## config.mk

```make
export PLATFORM = sky130hd
export DESIGN_NAME = uv_generator_start_controller_flat
export DESIGN_NICKNAME = d
export VERILOG_FILES = /design/src/hdl/ugsc_pkg.sv /design/src/hdl/ugsc_if.sv /design/src/hdl/ugsc_step.sv /design/src/hdl/uv_generator_start_controller.sv /design/src/flat_wrapper.sv
export SDC_FILE = /design/constraint.sdc
export NUM_CORES = 1
export LEC_CHECK = 0
export ABC_AREA = 0
export BUFFER_PORTS_ARGS = -buffer_cell sky130_fd_sc_hd__buf_2
export CORE_ASPECT_RATIO = 0.8
export CORE_MARGIN = 1
export CORE_UTILIZATION = 60
export DETAILED_ROUTE_END_ITERATION = 8
export GPL_ROUTABILITY_DRIVEN = 0
export PLACE_DENSITY = 0.8
export SETUP_SLACK_MARGIN = 0.4
export SLEW_MARGIN = 20
export SYNTH_ARGS = -nofsm -noshare
export SYNTH_HDL_FRONTEND = slang
export SYNTH_HIERARCHICAL = 1
export SYNTH_SLANG_ARGS = --single-unit
```

## constraint.sdc

```tcl
create_clock -name clk -period 5.1 [get_ports clk]
set_clock_uncertainty 0.05 [all_clocks]
set_input_delay 0.51 -clock clk [delete_from_list [all_inputs] [get_ports clk]]
set_output_delay 0.51 -clock clk [all_outputs]
set_load 0.05 [all_outputs]
```

## src/hdl/ugsc_pkg.sv

```systemverilog
// shared types and constants for the uv generator start controller
package ugsc_pkg;

  // generator mode codes
  typedef enum logic [3:0] {
    MODE_IDLE        = 4'd0,
    MODE_STARTING    = 4'd1,
    MODE_START_CONT  = 4'd2,
    MODE_CHARGING    = 4'd3,
    MODE_RUNNING     = 4'd4,
    MODE_SEARCH      = 4'd5,
    MODE_SEARCH_RUN  = 4'd6,
    MODE_SEARCH_NOFB = 4'd7,
    MODE_NOFB        = 4'd8,
    MODE_STOPPED     = 4'd9
  } mode_t;

  // command and event codes
  typedef enum logic [2:0] {
    OP_TICK     = 3'd0,
    OP_FEEDBACK = 3'd1,
    OP_RECHARGE = 3'd2,
    OP_SEARCH   = 3'd3,
    OP_START_ON = 3'd4,
    OP_STOP     = 3'd5,
    OP_ENABLE   = 3'd6
  } op_t;

  // configuration register indexes
  localparam logic [2:0] REG_DUTY_MIN     = 3'd0;
  localparam logic [2:0] REG_DUTY_MAX     = 3'd1;
  localparam logic [2:0] REG_FB_OK_COUNT  = 3'd2;
  localparam logic [2:0] REG_CHARGE_TICKS = 3'd3;
  localparam logic [2:0] REG_FB_CALL_LIM  = 3'd4;

  localparam int CFG_IDX_W  = 3;
  localparam int CFG_DATA_W = 8;

  // configuration reset values
  localparam logic [7:0] DUTY_MIN_RST     = 8'd25;
  localparam logic [7:0] DUTY_MAX_RST     = 8'd30;
  localparam logic [7:0] FB_OK_COUNT_RST  = 8'd5;
  localparam logic [7:0] CHARGE_TICKS_RST = 8'd71;
  localparam logic [7:0] FB_CALL_LIM_RST  = 8'd100;
  localparam logic [7:0] DUTY_RST         = 8'd25;

  typedef struct packed {
    logic [7:0] duty_min;
    logic [7:0] duty_max;
    logic [7:0] fb_ok_count;
    logic [7:0] charge_ticks;
    logic [7:0] fb_call_limit;
  } cfg_t;

  typedef struct packed {
    mode_t      mode;
    logic [7:0] duty;
    logic       pwm_on;
    logic       timer_on;
    logic       fb_on;
    logic [7:0] fb_count;
    logic [7:0] fb_calls;
    logic [7:0] charge_count;
  } ctl_state_t;

  typedef struct packed {
    logic [2:0] op;
    logic       continuous;
    logic [7:0] start_duty;
  } req_t;

endpackage

```

## src/hdl/ugsc_if.sv

```systemverilog
// request and result channel interfaces
interface ugsc_in_if;
  logic       valid;
  logic       ready;
  logic [2:0] op;
  logic       continuous;
  logic [7:0] start_duty;

  modport source (output valid, op, continuous, start_duty, input ready);
  modport sink (input valid, op, continuous, start_duty, output ready);
endinterface

interface ugsc_out_if;
  logic       valid;
  logic       ready;
  logic [3:0] mode;
  logic [7:0] duty;
  logic       pwm_enabled;
  logic       ramp_timer_enabled;
  logic       feedback_enabled;
  logic [7:0] feedback_count;
  logic [7:0] feedback_calls;
  logic [7:0] charge_count;
  logic       accepted;

  modport source (output valid, mode, duty, pwm_enabled, ramp_timer_enabled,
                  feedback_enabled, feedback_count, feedback_calls, charge_count,
                  accepted, input ready);
  modport sink (input valid, mode, duty, pwm_enabled, ramp_timer_enabled,
                feedback_enabled, feedback_count, feedback_calls, charge_count,
                accepted, output ready);
endinterface

```

## src/hdl/ugsc_step.sv

```systemverilog
// next-state logic for one command or event
module ugsc_step (
  input  ugsc_pkg::ctl_state_t cur,
  input  ugsc_pkg::cfg_t       cfg,
  input  ugsc_pkg::req_t       req,
  output ugsc_pkg::ctl_state_t nxt,
  output logic                 accepted
);
  import ugsc_pkg::*;

  // fresh start into a mode with a first duty
  function automatic ctl_state_t launch(ctl_state_t s, mode_t to_mode,
                                        logic [7:0] first_duty);
    ctl_state_t r;
    r              = s;
    r.mode         = to_mode;
    r.fb_count     = 8'd0;
    r.fb_calls     = 8'd0;
    r.charge_count = 8'd0;
    r.fb_on        = 1'b1;
    r.duty         = first_duty;
    r.pwm_on       = 1'b1;
    r.timer_on     = (to_mode == MODE_STARTING) || (to_mode == MODE_START_CONT) ||
                     (to_mode == MODE_SEARCH);
    return r;
  endfunction

  logic [8:0] duty_inc;
  logic [7:0] calls_inc;
  logic [7:0] fb_inc;
  op_t        op;

  assign duty_inc  = {1'b0, cur.duty} + 9'd1;
  assign calls_inc = cur.fb_calls + 8'd1;
  assign fb_inc    = cur.fb_count + 8'd1;
  assign op        = op_t'(req.op);

  // decode the request and update the state
  always_comb begin
    nxt      = cur;
    accepted = 1'b1;
    unique case (op)
      OP_TICK: begin
        if (cur.timer_on) begin
          if (cur.mode == MODE_CHARGING) begin
            nxt.charge_count = cur.charge_count + 8'd1;
            if (cur.charge_count > cfg.charge_ticks) begin
              nxt.pwm_on   = 1'b0;
              nxt.timer_on = 1'b0;
              nxt.fb_on    = 1'b0;
              nxt.mode     = MODE_IDLE;
            end
          end else if (cur.mode == MODE_SEARCH_RUN || cur.mode == MODE_START_CONT) begin
            nxt.timer_on = 1'b0;
          end else if (duty_inc > {1'b0, cfg.duty_max}) begin
            nxt.pwm_on   = 1'b0;
            nxt.timer_on = 1'b0;
            nxt.fb_on    = 1'b0;
            nxt.mode     = (cur.mode == MODE_SEARCH) ? MODE_SEARCH_NOFB : MODE_NOFB;
          end else begin
            nxt.duty = duty_inc[7:0];
          end
        end
      end
      OP_FEEDBACK: begin
        if (cur.fb_on) begin
          nxt.fb_calls = calls_inc;
          if (calls_inc > cfg.fb_call_limit) begin
            nxt.fb_on = 1'b0;
          end
          if (fb_inc > cfg.fb_ok_count) begin
            if (cur.mode == MODE_STARTING) begin
              nxt.fb_on = 1'b0;
              nxt.mode  = MODE_CHARGING;
            end else if (cur.mode == MODE_START_CONT) begin
              nxt.fb_on    = 1'b0;
              nxt.timer_on = 1'b0;
              nxt.mode     = MODE_RUNNING;
            end else if (cur.mode == MODE_SEARCH) begin
              nxt.fb_on    = 1'b0;
              nxt.timer_on = 1'b0;
              nxt.mode     = MODE_SEARCH_RUN;
            end
          end else begin
            nxt.fb_count = fb_inc;
          end
        end
      end
      OP_RECHARGE: begin
        if (cur.mode == MODE_IDLE || cur.mode == MODE_NOFB) begin
          nxt = launch(cur, req.continuous ? MODE_START_CONT : MODE_STARTING,
                       cfg.duty_min);
        end else if (cur.mode == MODE_STARTING || cur.mode == MODE_START_CONT ||
                     cur.mode == MODE_RUNNING) begin
          if (!req.continuous && cur.mode != MODE_STARTING) begin
            nxt = launch(cur, MODE_STARTING, cfg.duty_min);
          end
        end else begin
          accepted = 1'b0;
        end
      end
      OP_SEARCH: begin
        nxt = launch(cur, MODE_SEARCH, cfg.duty_min);
      end
      OP_START_ON: begin
        nxt = launch(cur, MODE_SEARCH_RUN, req.start_duty);
      end
      OP_STOP: begin
        nxt.pwm_on   = 1'b0;
        nxt.timer_on = 1'b0;
        nxt.fb_on    = 1'b0;
        nxt.mode     = MODE_STOPPED;
      end
      OP_ENABLE: begin
        if (cur.mode == MODE_STOPPED) begin
          nxt.mode = MODE_IDLE;
        end
      end
      default: begin
        nxt = cur;
      end
    endcase
  end

endmodule

```

## src/hdl/uv_generator_start_controller.sv

```systemverilog
// top level of the uv generator start controller
//
// Usage: each request on in_ch is one command or event (ramp tick, feedback
// edge, recharge, start search, start on, stop, enable). Every request gives
// exactly one result on out_ch: the generator state after that request plus
// the accepted flag of a recharge.
// Configuration registers are written through cfg_we / cfg_index / cfg_data
// by the user only while no request is in flight (not enforced by the block);
// writes take effect at the next edge. A request is held in the request
// register, then its result in the result register, from where it shows on
// out_ch. Throughput: one request per cycle while out_ch is not stalled,
// set by the single step of next-state logic between the request register
// and the result register.
// Reset (rst_n low, synchronous) returns the mode to idle, duty to 25, all
// enables and counters to zero and the registers to their default values.
// When the receiver stalls, the result holds on out_ch, one more request
// waits in the request register and in_ch.ready drops until out_ch moves.
module uv_generator_start_controller (
  input  logic            clk,
  input  logic            rst_n,
  ugsc_in_if.sink         in_ch,
  ugsc_out_if.source      out_ch,
  input  logic            cfg_we,
  input  logic [ugsc_pkg::CFG_IDX_W-1:0]  cfg_index,
  input  logic [ugsc_pkg::CFG_DATA_W-1:0] cfg_data
);
  import ugsc_pkg::*;

  cfg_t       cfg_r;
  ctl_state_t st_r;
  ctl_state_t st_nxt;
  req_t       req_r;
  logic       req_v_r;
  logic       step_acc;
  logic       out_v_r;
  logic       out_acc_r;
  ctl_state_t out_st_r;
  logic       advance;

  // handshake: request stage moves when the result register is free
  assign advance     = req_v_r && (!out_v_r || out_ch.ready);
  assign in_ch.ready = !req_v_r || advance;

  // configuration registers
  always_ff @(posedge clk) begin
    if (!rst_n) begin
      cfg_r.duty_min      <= DUTY_MIN_RST;
      cfg_r.duty_max      <= DUTY_MAX_RST;
      cfg_r.fb_ok_count   <= FB_OK_COUNT_RST;
      cfg_r.charge_ticks  <= CHARGE_TICKS_RST;
      cfg_r.fb_call_limit <= FB_CALL_LIM_RST;
    end else if (cfg_we) begin
      unique case (cfg_index)
        REG_DUTY_MIN:     cfg_r.duty_min      <= cfg_data;
        REG_DUTY_MAX:     cfg_r.duty_max      <= cfg_data;
        REG_FB_OK_COUNT:  cfg_r.fb_ok_count   <= cfg_data;
        REG_CHARGE_TICKS: cfg_r.charge_ticks  <= cfg_data;
        REG_FB_CALL_LIM:  cfg_r.fb_call_limit <= cfg_data;
        default: begin
          cfg_r <= cfg_r;
        end
      endcase
    end
  end

  // request register
  always_ff @(posedge clk) begin
    if (!rst_n) begin
      req_v_r <= 1'b0;
    end else if (in_ch.ready) begin
      req_v_r <= in_ch.valid;
    end
  end

  always_ff @(posedge clk) begin
    if (in_ch.ready && in_ch.valid) begin
      req_r.op         <= in_ch.op;
      req_r.continuous <= in_ch.continuous;
      req_r.start_duty <= in_ch.start_duty;
    end
  end

  // next-state logic
  ugsc_step u_step (
    .cur      (st_r),
    .cfg      (cfg_r),
    .req      (req_r),
    .nxt      (st_nxt),
    .accepted (step_acc)
  );

  // generator state
  always_ff @(posedge clk) begin
    if (!rst_n) begin
      st_r.mode         <= MODE_IDLE;
      st_r.duty         <= DUTY_RST;
      st_r.pwm_on       <= 1'b0;
      st_r.timer_on     <= 1'b0;
      st_r.fb_on        <= 1'b0;
      st_r.fb_count     <= 8'd0;
      st_r.fb_calls     <= 8'd0;
      st_r.charge_count <= 8'd0;
    end else if (advance) begin
      st_r <= st_nxt;
    end
  end

  // result register
  always_ff @(posedge clk) begin
    if (!rst_n) begin
      out_v_r <= 1'b0;
    end else if (advance) begin
      out_v_r <= 1'b1;
    end else if (out_ch.ready) begin
      out_v_r <= 1'b0;
    end
  end

  always_ff @(posedge clk) begin
    if (advance) begin
      out_st_r  <= st_nxt;
      out_acc_r <= step_acc;
    end
  end

  assign out_ch.valid              = out_v_r;
  assign out_ch.mode               = out_st_r.mode;
  assign out_ch.duty               = out_st_r.duty;
  assign out_ch.pwm_enabled        = out_st_r.pwm_on;
  assign out_ch.ramp_timer_enabled = out_st_r.timer_on;
  assign out_ch.feedback_enabled   = out_st_r.fb_on;
  assign out_ch.feedback_count     = out_st_r.fb_count;
  assign out_ch.feedback_calls     = out_st_r.fb_calls;
  assign out_ch.charge_count       = out_st_r.charge_count;
  assign out_ch.accepted           = out_acc_r;

endmodule

```

## src/flat_wrapper.sv

```systemverilog
// flat-port wrapper written by rule: the top's interface ports become plain ports
module uv_generator_start_controller_flat import ugsc_pkg::*;
  (clk, rst_n, cfg_we, cfg_index, cfg_data, in_ch_valid, in_ch_op, in_ch_continuous, in_ch_start_duty, in_ch_ready, out_ch_valid, out_ch_mode, out_ch_duty, out_ch_pwm_enabled, out_ch_ramp_timer_enabled, out_ch_feedback_enabled, out_ch_feedback_count, out_ch_feedback_calls, out_ch_charge_count, out_ch_accepted, out_ch_ready);
  ugsc_in_if in_ch_i ();
  ugsc_out_if out_ch_i ();
  input  logic clk;
  input  logic rst_n;
  input  logic cfg_we;
  input  logic [ugsc_pkg::CFG_IDX_W-1:0] cfg_index;
  input  logic [ugsc_pkg::CFG_DATA_W-1:0] cfg_data;
  input wire logic [$bits(in_ch_i.valid)-1:0] in_ch_valid;
  input wire logic [$bits(in_ch_i.op)-1:0] in_ch_op;
  input wire logic [$bits(in_ch_i.continuous)-1:0] in_ch_continuous;
  input wire logic [$bits(in_ch_i.start_duty)-1:0] in_ch_start_duty;
  output wire logic [$bits(in_ch_i.ready)-1:0] in_ch_ready;
  output wire logic [$bits(out_ch_i.valid)-1:0] out_ch_valid;
  output wire logic [$bits(out_ch_i.mode)-1:0] out_ch_mode;
  output wire logic [$bits(out_ch_i.duty)-1:0] out_ch_duty;
  output wire logic [$bits(out_ch_i.pwm_enabled)-1:0] out_ch_pwm_enabled;
  output wire logic [$bits(out_ch_i.ramp_timer_enabled)-1:0] out_ch_ramp_timer_enabled;
  output wire logic [$bits(out_ch_i.feedback_enabled)-1:0] out_ch_feedback_enabled;
  output wire logic [$bits(out_ch_i.feedback_count)-1:0] out_ch_feedback_count;
  output wire logic [$bits(out_ch_i.feedback_calls)-1:0] out_ch_feedback_calls;
  output wire logic [$bits(out_ch_i.charge_count)-1:0] out_ch_charge_count;
  output wire logic [$bits(out_ch_i.accepted)-1:0] out_ch_accepted;
  input wire logic [$bits(out_ch_i.ready)-1:0] out_ch_ready;
  assign in_ch_i.valid = in_ch_valid;
  assign in_ch_i.op = in_ch_op;
  assign in_ch_i.continuous = in_ch_continuous;
  assign in_ch_i.start_duty = in_ch_start_duty;
  assign in_ch_ready = in_ch_i.ready;
  assign out_ch_valid = out_ch_i.valid;
  assign out_ch_mode = out_ch_i.mode;
  assign out_ch_duty = out_ch_i.duty;
  assign out_ch_pwm_enabled = out_ch_i.pwm_enabled;
  assign out_ch_ramp_timer_enabled = out_ch_i.ramp_timer_enabled;
  assign out_ch_feedback_enabled = out_ch_i.feedback_enabled;
  assign out_ch_feedback_count = out_ch_i.feedback_count;
  assign out_ch_feedback_calls = out_ch_i.feedback_calls;
  assign out_ch_charge_count = out_ch_i.charge_count;
  assign out_ch_accepted = out_ch_i.accepted;
  assign out_ch_i.ready = out_ch_ready;
  uv_generator_start_controller u_core (.clk(clk), .rst_n(rst_n), .in_ch(in_ch_i), .out_ch(out_ch_i), .cfg_we(cfg_we), .cfg_index(cfg_index), .cfg_data(cfg_data));
endmodule
```

=== Word-level counts from Yosys, hierarchy flattened ===
Cells that the tools add are included.

* Memory bits (read-only): 0
* Word-level logic and storage cells: 125
* Memory bits (writable): 0
* Register bits after elaboration: 133
* Bits in latches: 0
* Memories kept: 0

* Multiply operators: 0
* Reduce and logical (&&, ||, !) cells: 25
* Equality and inequality tests: 22
* $add $sub $neg: 4
* Shift operators: 0
* Bitwise operators: 1
* Multiplexer cells: 42
* Div/mod/pow operators: 0
* Magnitude comparators: 4

{| class="wikitable"
|+ Operators by type and width
! kind !! count
|-
| 2-to-1 mux 39 bit || 3
|-
| one-hot mux 16 bit (3 select lines) || 1
|-
| 2-to-1 mux 4 bit || 10
|-
| 2-to-1 mux 8 bit || 5
|-
| one-hot mux 8 bit (4 select lines) || 1
|-
| one-hot mux 4 bit (7 select lines) || 1
|-
| adder 8 x 1 -> 8 bit (second input constant) || 3
|-
| greater-than comparator 8 bit || 3
|-
| one-hot mux 8 bit (3 select lines) || 1
|-
| 2-to-1 mux 18 bit || 1
|-
| 2-to-1 mux 15 bit || 1
|-
| 2-to-1 mux 13 bit || 1
|-
| == test 3 x 2 -> 1 bit (second input constant) || 4
|-
| == test 3 bit (second input constant) || 4
|-
| == test 4 x 3 -> 1 bit (second input constant) || 3
|-
| one-hot mux 2 bit (6 select lines) || 1
|-
| AND reduction 2 bit || 5
|-
| adder 8 x 1 -> 9 bit (second input constant) || 1
|-
| greater-than comparator 9 x 8 -> 1 bit || 1
|-
| 2-to-1 mux 3 bit || 3
|-
| == test 4 x 2 -> 1 bit (second input constant) || 2
|-
| == test 4 bit (second input constant) || 2
|-
| logical OR 1 bit || 8
|-
| 2-to-1 mux 1 bit || 8
|-
| 15 further kinds || 25
|}

=== Depth between registers and ports, before layout ===
* Depth after elaboration: 9
* Mapped depth: 15

=== Hierarchy ===
Netlist, hierarchy kept.

{| class="wikitable"
|+ By module, submodules not included
! module !! instances !! cells each !! area an instance (sq um)
|-
| uv_generator_start_controller || 1 || 377 || 4644.5
|-
| ugsc_step || 1 || 462 || 2902.8
|}

=== Least setup slack after synthesis ===
Ideal clock, no wire load.

* Path kind: register -> register
* From: register u_core/st_r[27] (netlist name)
* To: register u_core/st_r[27] (netlist name)
* Buffers on the path: 0
* Stages on the path, launching flop included: 16
* Data required time: 4944 ps
* Data arrival time: 2844 ps
* Slack: 2100 ps
* Setup time: 106 ps
* Cells stage by stage: dfxtp_1 -> ha_1 -> and3_4 -> and2_4 -> nand2_1 -> xnor2_1 -> ha_1 -> nand3_1 -> or3_1 -> o211ai_2 -> nand3_4 -> xnor2_1 -> nor2_1 -> o21ai_1 -> inv_1 -> o311ai_0

{| class="wikitable"
|+ RTL lines
! item !! line !! text
|-
| from (decl) || uv_generator_start_controller.sv:30 || <nowiki>ctl_state_t st_r;</nowiki>
|-
| from (signal assigned) || uv_generator_start_controller.sv:104 || <nowiki>st_r <= st_nxt;</nowiki>
|}

==> impl_metrics.json <==
{
  "status": "complete, no violations",
  "wirelength_um": 18500,
  "post-dp-hpwl_um": 12800,
  "min_path_cells": 1,
  "stdcell_area_sq_um": 8470,
  "ioPinCount": 70,
  "path_clk_slew_ps": 60,
  "synth_compound_area_share_pct": 17.9,
  "synth_top_family_by_area": "simple AND/OR/NAND/NOR gates",
  "die_w_um": 127,
  "tns_ps": 0,
  "track_usage_pct": 29.6,
  "clock_path_buffers": 2,
  "via_per_inst": 6.19,
  "fmax_ghz": 0.287,
  "grt_overflow_total": 0,
  "fin_nets": 943,
  "synth-main-ff-cell": "dfxtp_1",
  "critPathKind": "reg -> reg",
  "min_from": "in_ch_start_duty[4]",
  "core_sq_um": 12200,
  "drive_above_1_share_pct": 15.2,
  "port_buffers": 69,
  "required_ps": 5360,
  "yosys.area_share.simple_pct": 18.6,
  "drv_cap": 0,
  "min_to": "u_core/req_r[4]",
  "timing.rr.end": "u_core/st_r[27]",
  "insertion_delay_ps": 420,
  "die_h_um": 102,
  "syn_nets": 903,
  "worstSetupEndpointType": "flip-flop",
  "synth_top_area_cell": "dfxtp_1",
  "cts_tree": "yes",
  "holdBufCountCts": 0,
  "grt_pass1_vias": 6114,
  "dieArea_sq_um": 13000,
  "cts_setup_buffers": 0,
  "grt_start_max_net_pins": 85,
  "holdWs_ps": 213,
  "cts_root_buf": "clkbuf_16",
  "finalCritPeriodShare_pct": 68.3,
  "area_growth_pct": 12.2,
  "rr_startpoint": "u_core/st_r[27]",
  "rrSetupSlack_ps": 1620,
  "postSynthCellCount": 839,
  "synth_seq_cells": 133,
  "cts-buffers-inserted": 17,
  "fin_util_pct": 69.4,
  "synth_area_leaders": "dfxtp_1 21%, edfxtp_1 21%, mux2i_1 7.0%",
  "cp-start-kind": "flip-flop",
  "place_area_sq_um": 7870,
  "ir_drop_mv": 0.286,
  "synthAdderAreaFrac_pct": 5.97,
  "n_antenna_cell": 0,
  "post-route-min-period_ps": 3480,
  "setup_slack_ps": 1620,
  "worstMarginPinSlew_ps": 1110,
  "power_density_nw_per_um2": 315,
  "async_flop_share_pct": 0,
  "yosysSeqAreaShare_pct": 42.2,
  "clock_sinks": 133,
  "ys_warn_count": 6,
  "start_util_pct": 61.8,
  "num_rows": 36,
  "synth.avg_cell_area_sq_um": 9.00,
  "fillers": 956,
  "synth_top_area_share_pct": 21.5,
  "synth_edf_count": 52,
  "drtAntennaViolNets": 0,
  "rr_worst_depth": 15,
  "leakagePower_nw": 3.46,
  "cts_max_level": 4,
  "min_path_type": "in -> reg",
  "maxSlewViolCount": 0,
  "drc_errors": 0,
  "synth_mux_area_share_pct": 7.33,
  "first_pass_iters": 7,
  "drtIter0Drc": 698,
  "vias": 6571,
  "grt_antenna_before_repair": 0,
  "cts_resized": 0,
  "hold_viol_final": 0,
  "dp_slack_ps": 1740,
  "cp_data_arrival_time_ps": 3750,
  "synth_xor_area_share_pct": 2.55,
  "rsz0062_at_grt": "false",
  "syn_area_sq_um": 7550,
  "setup-violations-final": 0,
  "relSlewSlack_pct": 25.4,
  "yosysUniqueCellTypes": 77,
  "grt_first_pass_wirelength_um": 29800,
  "worstPathMaxFanout": 7,
  "wl_per_cell_um": 17.5
}
## flip-flops by register name (all words and copies together) (netlist names)
register                          flops
u_core/req_v_r                        1
u_core/out_ch.ramp_timer_enabled      1
u_core/out_ch.charge_count            8
u_core/out_ch.mode                    4
u_core/out_ch.feedback_count          8
u_core/cfg_r                         40
u_core/out_ch.feedback_enabled        1
u_core/req_r                         12
u_core/out_ch.feedback_calls          8
u_core/out_ch.valid                   1
u_core/st_r                          39
u_core/out_ch.duty                    8
u_core/out_ch.pwm_enabled             1
u_core/out_ch.accepted                1
## worst max path at each step
stage                     slack, ps              end       startpoint  cells after the start
after detailed placement       1740  u_core/st_r[27]  u_core/st_r[27]                     15
after global routing           1330  u_core/st_r[30]  u_core/st_r[29]                     14
after global placement         1910  u_core/st_r[27]  u_core/st_r[27]                     15
after CTS                      1680  u_core/st_r[27]  u_core/st_r[27]                     15
after floorplan                2100  u_core/st_r[27]  u_core/st_r[27]                     15
final                          1620  u_core/st_r[27]  u_core/st_r[27]                     15
## per-layer routing
layer  global-route usage [%]  up-vias  wire length [um]
li1                         -     3093                 -
met1                     37.7     3107              8080
met2                     48.3      316              8530
met3                     8.06       55              1500
met4                     11.4        0               431
met5                        0        -                 0
## synth_stat cells (all sizes together), types with 24 or more instances
cell / count
buf: 24
clkbuf: 26
dfxtp: 81
o21ai: 92
inv: 44
nor2: 39
a21oi: 45
nand2: 140
nand3: 42
ha: 36
edfxtp: 52
mux2i: 53
## critical path, stage by stage (launching register included)
cell and delay (ps):
dfxtp_1 440, ha_1 270, and3_4 230, and2_4 170, nand2_1 110, xnor2_1 180
ha_1 310, nand3_1 90, or3_1 330, o211ai_2 170, nand3_4 190, xnor2_1 210
nor2_1 60, o21ai_1 220, inv_1 50, o311ai_0 290
## final cells by class
class                   count  area, sq um  area share [%]
flip-flops and latches    133         3180            37.6
multi-input cells         612         3950            46.6
well taps                 171          214            2.53
clock inverters            12          116            1.37
repair buffers             71          367            4.33
inverters                  44          165            1.95
clock buffers              19          475            5.61
## cells by family (layout without fill, tap and decap cells)
family | count (synthesis) | in the layout
multiplexers | 55 | 55
AND/OR/NAND/NOR | 284 | 284
XOR/XNOR | 22 | 22
buffers and inverters | 94 | 146
AO/OA/AOI/OAI | 215 | 215
adder cells (fa/ha/maj) | 36 | 36
flip-flops | 133 | 133
## power breakdown
group	leakage [nW]	switching, W	total (W)	internal (W)
combinational	2.00	0.000201	0.000289	0.0000884
sequential	1.17	0.0000367	0.00118	0.00114
clock	0.296	0.000469	0.00120	0.000732
total	3.46	0.000707	0.00267	0.00196
## placed cells by master (no fill, tap or decap), types with 4 or more instances in the layout
cell / instances
and3_1: 9
a21o_1: 4
xor2_1: 11
and2_1: 5
clkbuf_16: 19
nand4_1: 12
a21oi_1: 45
a22o_1: 9
clkinv_4: 5
nor2b_1: 8
o21ai_1: 22
edfxtp_1: 52
ha_1: 36
a211oi_1: 5
nand3_2: 5
nand3_1: 36
xnor2_1: 11
nor2_1: 35
nand2_1: 139
o211ai_1: 9
dfxtp_1: 81
o21ai_0: 65
mux2i_1: 53
buf_2: 68
o21ai_2: 5
inv_1: 42
or3_1: 4
a31oi_1: 13
## per-stage QoR
stage	power, W	std cells
2_1_floorplan	0.00141	839
3_3_place_gp	0.00147	1031
3_5_place_dp	0.00148	1031
4_1_cts	0.00267	1062
5_1_grt	0.00276	1062
6_report	0.00267	1062
Note: power is estimated with default switching activity, not from simulation.
